**src/rtl/assert_macros.svh**
```systemverilog
// Assertion macros shared by the averager RTL.
// Depends on nothing; included by modules that carry concurrent checks.
`ifndef ASSERT_MACROS_SVH
`define ASSERT_MACROS_SVH

// Clocked check that is switched off while reset is high.
`define BVA_ASSERT_RST(label, clk, rst, prop, msg) \
   label: assert property (@(posedge clk) disable iff (rst) prop) \
      else $error(msg);

// Clocked check that also holds through reset.
`define BVA_ASSERT(label, clk, prop, msg) \
   label: assert property (@(posedge clk) prop) \
      else $error(msg);

`endif

```
**src/rtl/bva_pkg.sv**
```systemverilog
// Shared types and fixed widths of the battery voltage averager.
// Depends on nothing; imported by every averager module.
package bva_pkg;

   localparam int SAMPLE_W   = 12;
   localparam int SCALE_W    = 24;
   localparam int THRESH_W   = 16;
   localparam int MV_W       = 16;
   localparam int Q_FRAC     = 16;

   localparam int REQ_DATA_W = 16;
   localparam int RSP_DATA_W = 48;
   localparam int CSR_ADDR_W = 3;
   localparam int CSR_DATA_W = 32;

   localparam logic [SCALE_W-1:0]  SCALE_RESET  = 24'd105625;
   localparam logic [THRESH_W-1:0] THRESH_RESET = 16'd0;

   // Register select is the word index taken from paddr bit 2.
   localparam logic REG_SCALE  = 1'b0;
   localparam logic REG_THRESH = 1'b1;

   typedef struct packed {
      logic busy;
      logic done;
   } div_status_type;

endpackage

```
**src/rtl/bva_ring.sv**
```systemverilog
// Sample ring memory with running window sum, write slot and fill flag.
// Depends on bva_pkg.
module bva_ring #(
   parameter int WINDOW_LEN = 16,
   parameter int SUM_W      = 16,
   parameter int CNT_W      = 5
) (
   input  logic                          clock,
   input  logic                          reset,
   input  logic                          start,
   input  logic [bva_pkg::SAMPLE_W-1:0]  sample,
   output logic                          done,
   output logic [SUM_W-1:0]              sum,
   output logic [CNT_W-1:0]              count,
   output logic                          filled,
   output logic [bva_pkg::SAMPLE_W-1:0]  latest
);
   import bva_pkg::*;

   localparam int SLOT_W = $clog2(WINDOW_LEN);

   logic [SAMPLE_W-1:0] mem [WINDOW_LEN];
   logic [SAMPLE_W-1:0] rd_ff;
   logic [SAMPLE_W-1:0] samp_ff;
   logic                pend_ff;
   logic                done_ff;
   logic [SUM_W-1:0]    sum_ff, sum_in;
   logic [SLOT_W-1:0]   slot_ff, slot_in;
   logic                filled_ff, filled_in;
   logic [SAMPLE_W-1:0] old_val;

   // Slots at or past the write slot have not been written before the first
   // wrap, so their contents are ignored and zero stands in for the old value.
   assign old_val = filled_ff ? rd_ff : '0;

   always_comb begin
      sum_in    = sum_ff - SUM_W'(old_val) + SUM_W'(samp_ff);
      slot_in   = slot_ff + 1'b1;
      filled_in = filled_ff;
      if (slot_ff == SLOT_W'(WINDOW_LEN - 1)) begin
         slot_in   = '0;
         filled_in = 1'b1;
      end
   end

   always_ff @(posedge clock) begin
      if (start) begin
         rd_ff   <= mem[slot_ff];
         samp_ff <= sample;
      end
      if (pend_ff) begin
         mem[slot_ff] <= samp_ff;
      end
   end

   always_ff @(posedge clock) begin
      if (reset) begin
         pend_ff   <= 1'b0;
         done_ff   <= 1'b0;
         sum_ff    <= '0;
         slot_ff   <= '0;
         filled_ff <= 1'b0;
      end else begin
         pend_ff <= start;
         done_ff <= pend_ff;
         if (pend_ff) begin
            sum_ff    <= sum_in;
            slot_ff   <= slot_in;
            filled_ff <= filled_in;
         end
      end
   end

   assign done   = done_ff;
   assign sum    = sum_ff;
   assign count  = filled_ff ? CNT_W'(WINDOW_LEN) : CNT_W'(slot_ff);
   assign filled = filled_ff;
   assign latest = samp_ff;

endmodule

```
**src/rtl/bva_divider.sv**
```systemverilog
// Shared restoring divider, one quotient bit per cycle.
// Depends on bva_pkg for its status struct.
module bva_divider #(
   parameter int DIV_W  = 24,
   parameter int DEN_W  = 5,
   parameter int STEP_W = 5
) (
   input  logic                   clock,
   input  logic                   reset,
   input  logic                   start,
   input  logic [DIV_W-1:0]       dividend,
   input  logic [DEN_W-1:0]       divisor,
   input  logic [STEP_W-1:0]      steps,
   output bva_pkg::div_status_type status,
   output logic [DIV_W-1:0]       quotient
);
   import bva_pkg::*;

   logic [DIV_W-1:0]  dvd_ff;
   logic [DIV_W-1:0]  q_ff;
   logic [DEN_W-1:0]  d_ff;
   logic [DEN_W-1:0]  r_ff, r_in;
   logic [STEP_W-1:0] cnt_ff;
   logic              busy_ff;
   logic              done_ff;
   logic [DEN_W:0]    r_sh;
   logic [DEN_W:0]    diff;
   logic              ge;

   always_comb begin
      r_sh = {r_ff, dvd_ff[DIV_W-1]};
      diff = r_sh - {1'b0, d_ff};
      ge   = (r_sh >= {1'b0, d_ff});
      r_in = ge ? diff[DEN_W-1:0] : r_sh[DEN_W-1:0];
   end

   // The dividend is consumed from its top bit, so a short run divides only
   // the upper bits of a left-aligned operand.
   always_ff @(posedge clock) begin
      if (start && !busy_ff) begin
         dvd_ff <= dividend;
         d_ff   <= divisor;
         q_ff   <= '0;
         r_ff   <= '0;
      end else if (busy_ff) begin
         dvd_ff <= {dvd_ff[DIV_W-2:0], 1'b0};
         q_ff   <= {q_ff[DIV_W-2:0], ge};
         r_ff   <= r_in;
      end
   end

   always_ff @(posedge clock) begin
      if (reset) begin
         busy_ff <= 1'b0;
         done_ff <= 1'b0;
         cnt_ff  <= '0;
      end else begin
         done_ff <= 1'b0;
         if (start && !busy_ff) begin
            busy_ff <= 1'b1;
            cnt_ff  <= steps;
         end else if (busy_ff) begin
            cnt_ff <= cnt_ff - 1'b1;
            if (cnt_ff == STEP_W'(1)) begin
               busy_ff <= 1'b0;
               done_ff <= 1'b1;
            end
         end
      end
   end

   assign status.busy = busy_ff;
   assign status.done = done_ff;
   assign quotient    = q_ff;

endmodule

```
**src/rtl/battery_voltage_averager_core.sv**
```systemverilog
// Battery voltage averager top level: request/result streams, APB registers,
// sequencer and multiplier. Depends on bva_pkg, bva_ring, bva_divider and
// assert_macros.svh.
//
// Usage:
// A request carries one 12-bit converter sample in req_tdata[11:0]. It is
// stored in a ring of WINDOW_LEN slots and the window sum is updated. One
// result follows each request: latest sample, floored average, battery
// voltage in millivolts (saturated at 65535), a low-battery flag and a
// window-full flag.
// The shared bit-serial divider runs once for the average and once for the
// voltage, where SUM_W = 12 + log2(WINDOW_LEN) and DIV_W = SUM_W + 8. One
// request is in work at a time: the next request is accepted only once the
// result of the previous one has been loaded into the output register.
// The result sits in an output register until taken; the next request is
// accepted meanwhile, and its result waits if the previous one is stalled.
// Reset clears the ring contents (by fill tracking), the sum, the write slot
// and the fill flag, and loads voltage_scale = 105625, low_threshold_mv = 0.
// Registers: voltage_scale at byte address 0, low_threshold_mv at 4.
`include "assert_macros.svh"

module battery_voltage_averager_core #(
   parameter int WINDOW_LEN = 16
) (
   input  logic                            clock,
   input  logic                            reset,
   input  logic                            req_tvalid,
   output logic                            req_tready,
   // [11:0] sample
   input  logic [bva_pkg::REQ_DATA_W-1:0]  req_tdata,
   output logic                            rsp_tvalid,
   input  logic                            rsp_tready,
   // [11:0] latest_sample, [23:12] average_raw, [39:24] voltage_mv,
   // [40] low_battery, [41] window_full
   output logic [bva_pkg::RSP_DATA_W-1:0]  rsp_tdata,
   input  logic                            csr_psel,
   input  logic                            csr_penable,
   input  logic                            csr_pwrite,
   input  logic [bva_pkg::CSR_ADDR_W-1:0]  csr_paddr,
   input  logic [bva_pkg::CSR_DATA_W-1:0]  csr_pwdata,
   output logic [bva_pkg::CSR_DATA_W-1:0]  csr_prdata,
   output logic                            csr_pready
);
   import bva_pkg::*;

   localparam int SUM_W  = SAMPLE_W + $clog2(WINDOW_LEN);
   localparam int CNT_W  = $clog2(WINDOW_LEN + 1);
   localparam int PROD_W = SUM_W + SCALE_W;
   localparam int DIV_W  = PROD_W - Q_FRAC;
   localparam int STEP_W = $clog2(DIV_W + 1);

   localparam logic [2:0] S_IDLE = 3'd0;
   localparam logic [2:0] S_RING = 3'd1;
   localparam logic [2:0] S_MUL  = 3'd2;
   localparam logic [2:0] S_AVG  = 3'd3;
   localparam logic [2:0] S_MV   = 3'd4;
   localparam logic [2:0] S_OUT  = 3'd5;

   logic [2:0]          state_ff, state_in;
   logic [SCALE_W-1:0]  scale_ff;
   logic [THRESH_W-1:0] thresh_ff;
   logic                csr_wr;

   logic                req_fire;
   logic                ring_done;
   logic [SUM_W-1:0]    ring_sum;
   logic [CNT_W-1:0]    ring_count;
   logic                ring_filled;
   logic [SAMPLE_W-1:0] ring_latest;

   logic [PROD_W-1:0]   product_ff;
   logic                div_start;
   logic [DIV_W-1:0]    div_dividend;
   logic [STEP_W-1:0]   div_steps;
   div_status_type      div_stat;
   logic [DIV_W-1:0]    div_quot;

   logic [SAMPLE_W-1:0] avg_ff;
   logic [MV_W-1:0]     mv_ff, mv_in;
   logic                rsp_load;
   logic                rsp_valid_ff;
   logic [RSP_DATA_W-1:0] rsp_data_ff;

   // Configuration registers.
   assign csr_pready = 1'b1;
   assign csr_wr     = csr_psel && csr_penable && csr_pwrite && csr_pready;

   always_ff @(posedge clock) begin
      if (reset) begin
         scale_ff  <= SCALE_RESET;
         thresh_ff <= THRESH_RESET;
      end else if (csr_wr) begin
         unique case (csr_paddr[2])
            REG_SCALE:  scale_ff  <= csr_pwdata[SCALE_W-1:0];
            REG_THRESH: thresh_ff <= csr_pwdata[THRESH_W-1:0];
            default:    ;
         endcase
      end
   end

   always_comb begin
      unique case (csr_paddr[2])
         REG_SCALE:  csr_prdata = CSR_DATA_W'(scale_ff);
         REG_THRESH: csr_prdata = CSR_DATA_W'(thresh_ff);
         default:    csr_prdata = '0;
      endcase
   end

   assign req_tready = (state_ff == S_IDLE);
   assign req_fire   = req_tvalid && req_tready;

   bva_ring #(
      .WINDOW_LEN (WINDOW_LEN),
      .SUM_W      (SUM_W),
      .CNT_W      (CNT_W)
   ) u_ring (
      .clock  (clock),
      .reset  (reset),
      .start  (req_fire),
      .sample (req_tdata[SAMPLE_W-1:0]),
      .done   (ring_done),
      .sum    (ring_sum),
      .count  (ring_count),
      .filled (ring_filled),
      .latest (ring_latest)
   );

   bva_divider #(
      .DIV_W  (DIV_W),
      .DEN_W  (CNT_W),
      .STEP_W (STEP_W)
   ) u_div (
      .clock    (clock),
      .reset    (reset),
      .start    (div_start),
      .dividend (div_dividend),
      .divisor  (ring_count),
      .steps    (div_steps),
      .status   (div_stat),
      .quotient (div_quot)
   );

   // The first pass divides the sum, left-aligned, over SUM_W steps. The second
   // divides product / 65536, which equals the full quotient after flooring.
   always_comb begin
      div_start    = 1'b0;
      div_dividend = {ring_sum, {(DIV_W - SUM_W){1'b0}}};
      div_steps    = STEP_W'(SUM_W);
      if (state_ff == S_MUL) begin
         div_start = 1'b1;
      end else if (state_ff == S_AVG && div_stat.done) begin
         div_start    = 1'b1;
         div_dividend = product_ff[PROD_W-1:Q_FRAC];
         div_steps    = STEP_W'(DIV_W);
      end
   end

   assign mv_in    = (|div_quot[DIV_W-1:MV_W]) ? {MV_W{1'b1}} : div_quot[MV_W-1:0];
   assign rsp_load = (state_ff == S_OUT) && (!rsp_valid_ff || rsp_tready);

   always_comb begin
      state_in = state_ff;
      unique case (state_ff)
         S_IDLE:  if (req_fire) state_in = S_RING;
         S_RING:  if (ring_done) state_in = S_MUL;
         S_MUL:   state_in = S_AVG;
         S_AVG:   if (div_stat.done) state_in = S_MV;
         S_MV:    if (div_stat.done) state_in = S_OUT;
         S_OUT:   if (rsp_load) state_in = S_IDLE;
         default: state_in = S_IDLE;
      endcase
   end

   always_ff @(posedge clock) begin
      if (state_ff == S_MUL) begin
         product_ff <= ring_sum * scale_ff;
      end
      if (state_ff == S_AVG && div_stat.done) begin
         avg_ff <= div_quot[SAMPLE_W-1:0];
      end
      if (state_ff == S_MV && div_stat.done) begin
         mv_ff <= mv_in;
      end
      if (rsp_load) begin
         rsp_data_ff <= RSP_DATA_W'({ring_filled, (mv_ff < thresh_ff), mv_ff,
                                     avg_ff, ring_latest});
      end
   end

   always_ff @(posedge clock) begin
      if (reset) begin
         state_ff     <= S_IDLE;
         rsp_valid_ff <= 1'b0;
      end else begin
         state_ff <= state_in;
         if (rsp_load) begin
            rsp_valid_ff <= 1'b1;
         end else if (rsp_tready) begin
            rsp_valid_ff <= 1'b0;
         end
      end
   end

   assign rsp_tvalid = rsp_valid_ff;
   assign rsp_tdata  = rsp_data_ff;

   `BVA_ASSERT(a_reset_idle, clock, reset |=> (state_ff == S_IDLE && !rsp_valid_ff), "reset did not return to idle")
   `BVA_ASSERT_RST(a_div_free, clock, reset, div_start |-> !div_stat.busy, "divider started while busy")
   `BVA_ASSERT_RST(a_count_nz, clock, reset, div_start |-> (ring_count != '0), "division by a zero count")
   `BVA_ASSERT_RST(a_avg_fits, clock, reset, (state_ff == S_AVG && div_stat.done) |-> (div_quot[DIV_W-1:SAMPLE_W] == '0), "average exceeds sample range")
   `BVA_ASSERT_RST(a_no_overwrite, clock, reset, (rsp_valid_ff && !rsp_tready) |=> $stable(rsp_data_ff), "pending result overwritten")

endmodule

```
**config.mk**
```make
export PLATFORM = sky130hd
export DESIGN_NAME = battery_voltage_averager_core
export DESIGN_NICKNAME = d
export VERILOG_FILES = /design/src/rtl/bva_pkg.sv /design/src/rtl/bva_ring.sv /design/src/rtl/bva_divider.sv /design/src/rtl/battery_voltage_averager_core.sv
export VERILOG_INCLUDE_DIRS = /design/src /design/src/rtl
export SDC_FILE = /design/constraint.sdc
export NUM_CORES = 1
export LEC_CHECK = 0
export BUFFER_PORTS_ARGS = -buffer_cell sky130_fd_sc_hd__clkbuf_2
export CAP_MARGIN = 20
export CORE_AREA = 2 2 276 278
export CTS_CLUSTER_SIZE = 40
export DETAILED_ROUTE_END_ITERATION = 7
export DIE_AREA = 0 0 278 280
export GPL_ROUTABILITY_DRIVEN = 1
export PLACE_DENSITY = 0.56
export SETUP_SLACK_MARGIN = 0.1
export SLEW_MARGIN = 0
export SYNTH_ARGS = -nofsm -noshare
export SYNTH_HDL_FRONTEND = slang
export SYNTH_SLANG_ARGS = --single-unit
```
**constraint.sdc**
```tcl
create_clock -name clock -period 6.65 [get_ports clock]
set_clock_uncertainty 0.15 [all_clocks]
set_input_delay 0.3325 -clock clock [delete_from_list [all_inputs] [get_ports clock]]
set_output_delay 0.3325 -clock clock [all_outputs]
set_load 0.005 [all_outputs]
```
==> flow_summary.ini <==
[worst_setup_path]
crit_path_start_kind = register
path_cells = buf_12 -> nand2_1 -> fa_1 -> fa_1 -> inv_1 -> fa_1 -> fa_1 -> fa_1 -> inv_1 -> fa_1 -> inv_1 -> ha_1 -> nand3_1 -> inv_1 -> nand3_2 -> a211o_4 -> a211oi_4 -> o21ai_2 -> a31oi_4 -> mux2i_1 -> nand3_1
rr_endpoint = product_ff[36]
ff2ff_path_depth = 21
critical_path_class = reg -> reg
critPathMaxFanout = 17
slowest_stage = fa_1
timing.rr.start = u_ring.sum[7]
critical_path_arrival_ps = 6460
required_ps = 6810
r2r_setup_slack_ps = 340
max_stage_delay_ps = 580
endpoint_kind = register
cp_common_cell = fa_1

[placed_design]
gp_congestion = 0.835
dpl.hpwl_um = 53000
place_area_um2 = 32000
port_buffers = 111

[sta]
report.final.hold_viol_count = 0
slew_viol_final = 0
slew_headroom = 0.304
timing.final.crit_share = 0.948
worstMarginPinSlew_ps = 1040
rsz0062_at_grt = false
fin_tns_setup_ps = 0
fin_crit_ps = 6310
setup_viol = 0
max_freq_ghz = 0.159

[synth]
yosys.area.top_type_share = 0.343
synthFlopType = edfxtp_1
synth_edf_count = 339
yosysWarningCount = 0
synthDistinctLibCells = 58
synth_cells = 2586
async_flop_share = 0
syn_area_um2 = 29700
synth_seq_area_share = 0.412
syn_area_per_cell_um2 = 11.5
synth.area.top_cells = edfxtp_1 (34%), fa_1 (21%), dfxtp_1 (6.9%), ha_1 (6.4%), inv_1 (5.4%)
yosysTopAreaCell = edfxtp_1
synth_seq_cells = 442

[clocking]
path_clk_slew_ps = 70
numCtsBuffers = 43
cts_buffer_depth = 3
clk_latency_ps = 570
cts-htree-levels = 2
cts_tree = yes
cts_sinks = 442
root_buffer = clkbuf_16

[hold_path]
worstHoldEndpoint = u_ring.slot_ff[1]
hp-class = in -> reg
hold_start = reset
hold_depth = 3

[drt]
vias = 19000
drc_errors = 0
drtIter0Drc = 1120
viasPerCell = 5.01
first_pass_iters = 5
routed_wl_um = 72200
ant_nets = 0
drt-wirelength-per-cell_um = 19.1

[job]
maxCapViolations = 0

[cells_and_area]
layout_common_cells = inv_1 (427), nand2_1 (378), edfxtp_1 (339), fa_1 (314), and2_1 (187)
area_delta_synth_final_pct = 15.0
finalInstanceArea_um2 = 34200
layout_commonest_cell = inv_1
design.final.nets = 3304
drive_gt1_frac = 0.164
antenna_cells = 0

[power_and_ir_drop]
p_per_area_nw_per_um2 = 366
p_leak_nw = 14.1
ir_drop_v = 0.000316

[floorplanning]
rows = 101
dieArea_um2 = 77800
core-area_um2 = 75200
ios = 141
initial_core_util = 0.395
die_w_um = 278
die_h_um = 280

[grt]
grt_pass1_wl_um = 114000
grt_use_total = 0.188
grt_overflow_total = 0
antenna_found_initial = 0
grt_start_max_net_pins = 55
first_global_vias = 20200

[status]
status = completed
-- registers in the layout (all words and copies together), names as in the netlist, 12 cells and up --
signal	count
u_ring.latest	12
avg_ff	12
scale_ff	24
thresh_ff	16
product_ff	24
u_div.dvd_ff	24
rsp_tdata	42
u_ring.rd_ff	12
mv_ff	16
u_ring.mem	192
u_div.quotient	24
u_ring.sum	16
-- logic make-up (layout without fill, tap and decap cells) --
group	after synthesis	count (layout)	synth area share
multiplexers	87	87	0.0553
adder cells (fa/ha/maj)	469	469	0.278
other	2	15	0.000253
flip-flops	442	442	0.412
buffers and inverters	580	792	0.0753
AND/OR/NAND/NOR	751	751	0.120
AO/OA/AOI/OAI	216	216	0.0474
XOR/XNOR	39	39	0.0115
-- synth_stat cells, drive strengths merged, types with 25 or more instances --
library cell / count
nor2: 59
nand2: 378
o21ai: 32
a21oi: 78
nand3: 26
xnor2: 25
and2: 189
dfxtp: 103
ha: 151
a22o: 33
edfxtp: 339
fa: 318
buf: 29
clkbuf: 121
inv: 429
mux4: 60
-- per-layer routing --
| metal | GRT usage | routed length (um) | vias up | share of wire |
|---|---|---|---|---|
| met5 | 0 | 0 | - | 0 |
| met3 | 0.0239 | 3550 | 86 | 0.049 |
| li1 | - | - | 8713 | - |
| met1 | 0.252 | 30900 | 9726 | 0.43 |
| met2 | 0.329 | 36400 | 465 | 0.50 |
| met4 | 0.0395 | 1350 | 0 | 0.019 |
-- final cells by class --
| class | instances | area, um2 |
|---|---|---|
| fillers | 6819 | 41000 |
| multi-input cells | 1577 | 15400 |
| flip-flops and latches | 442 | 12300 |
| repair buffers | 283 | 2220 |
| inverters | 430 | 1610 |
| well taps | 978 | 1220 |
| clock buffers | 55 | 1160 |
| clock inverters | 24 | 249 |
-- stage by stage --
stage               instances  hold WS, ps  power, W   util  worst slack [ps]
floorplan                2599          250   0.00773      -               436
global placement         3658          257   0.00978  0.425              -205
detailed placement       3660          257   0.00985  0.425              -227
CTS                      3777          103    0.0124  0.449               100
global route             3789          132    0.0136  0.454              76.1
finish                   3789          119    0.0125  0.454               343
-- worst max path at each step --
stage                         from        endpoint  slack, ps
floorplan            u_ring.sum[7]  product_ff[39]        440
global placement    u_ring.sum[10]  product_ff[34]       -210
global route         u_ring.sum[6]  product_ff[36]         80
detailed placement  u_ring.sum[10]  product_ff[34]       -230
finish               u_ring.sum[7]  product_ff[36]        340
CTS                  u_ring.sum[4]  product_ff[34]        100
-- where the power goes --
group	leakage (nW)	total, W	switching, W	internal [W]
combinational	9.56	0.00625	0.00345	0.00281
clock	0.690	0.00247	0.00109	0.00137
sequential	3.87	0.00380	0.000307	0.00349
-- worst max-delay path, delay by kind of cell, from the launching register on --
kind	cells	cell delay (ps)
AOI/OAI and AO/OA	4	1070
and+or+nand+nor	4	360
muxes	1	200
adders and majority gates	7	3370
DFF	1	430
buffers and inverters	5	450
-- timing repair --
item	CTS	global route
hold endpoints to repair	54	0
setup buffers	0	8
pin swaps	2	19
hold buffers	38	0
cloned	0	1
gates resized for setup	16	60
setup endpoints to repair	18	15
Power figures use the tool's default switching activity.
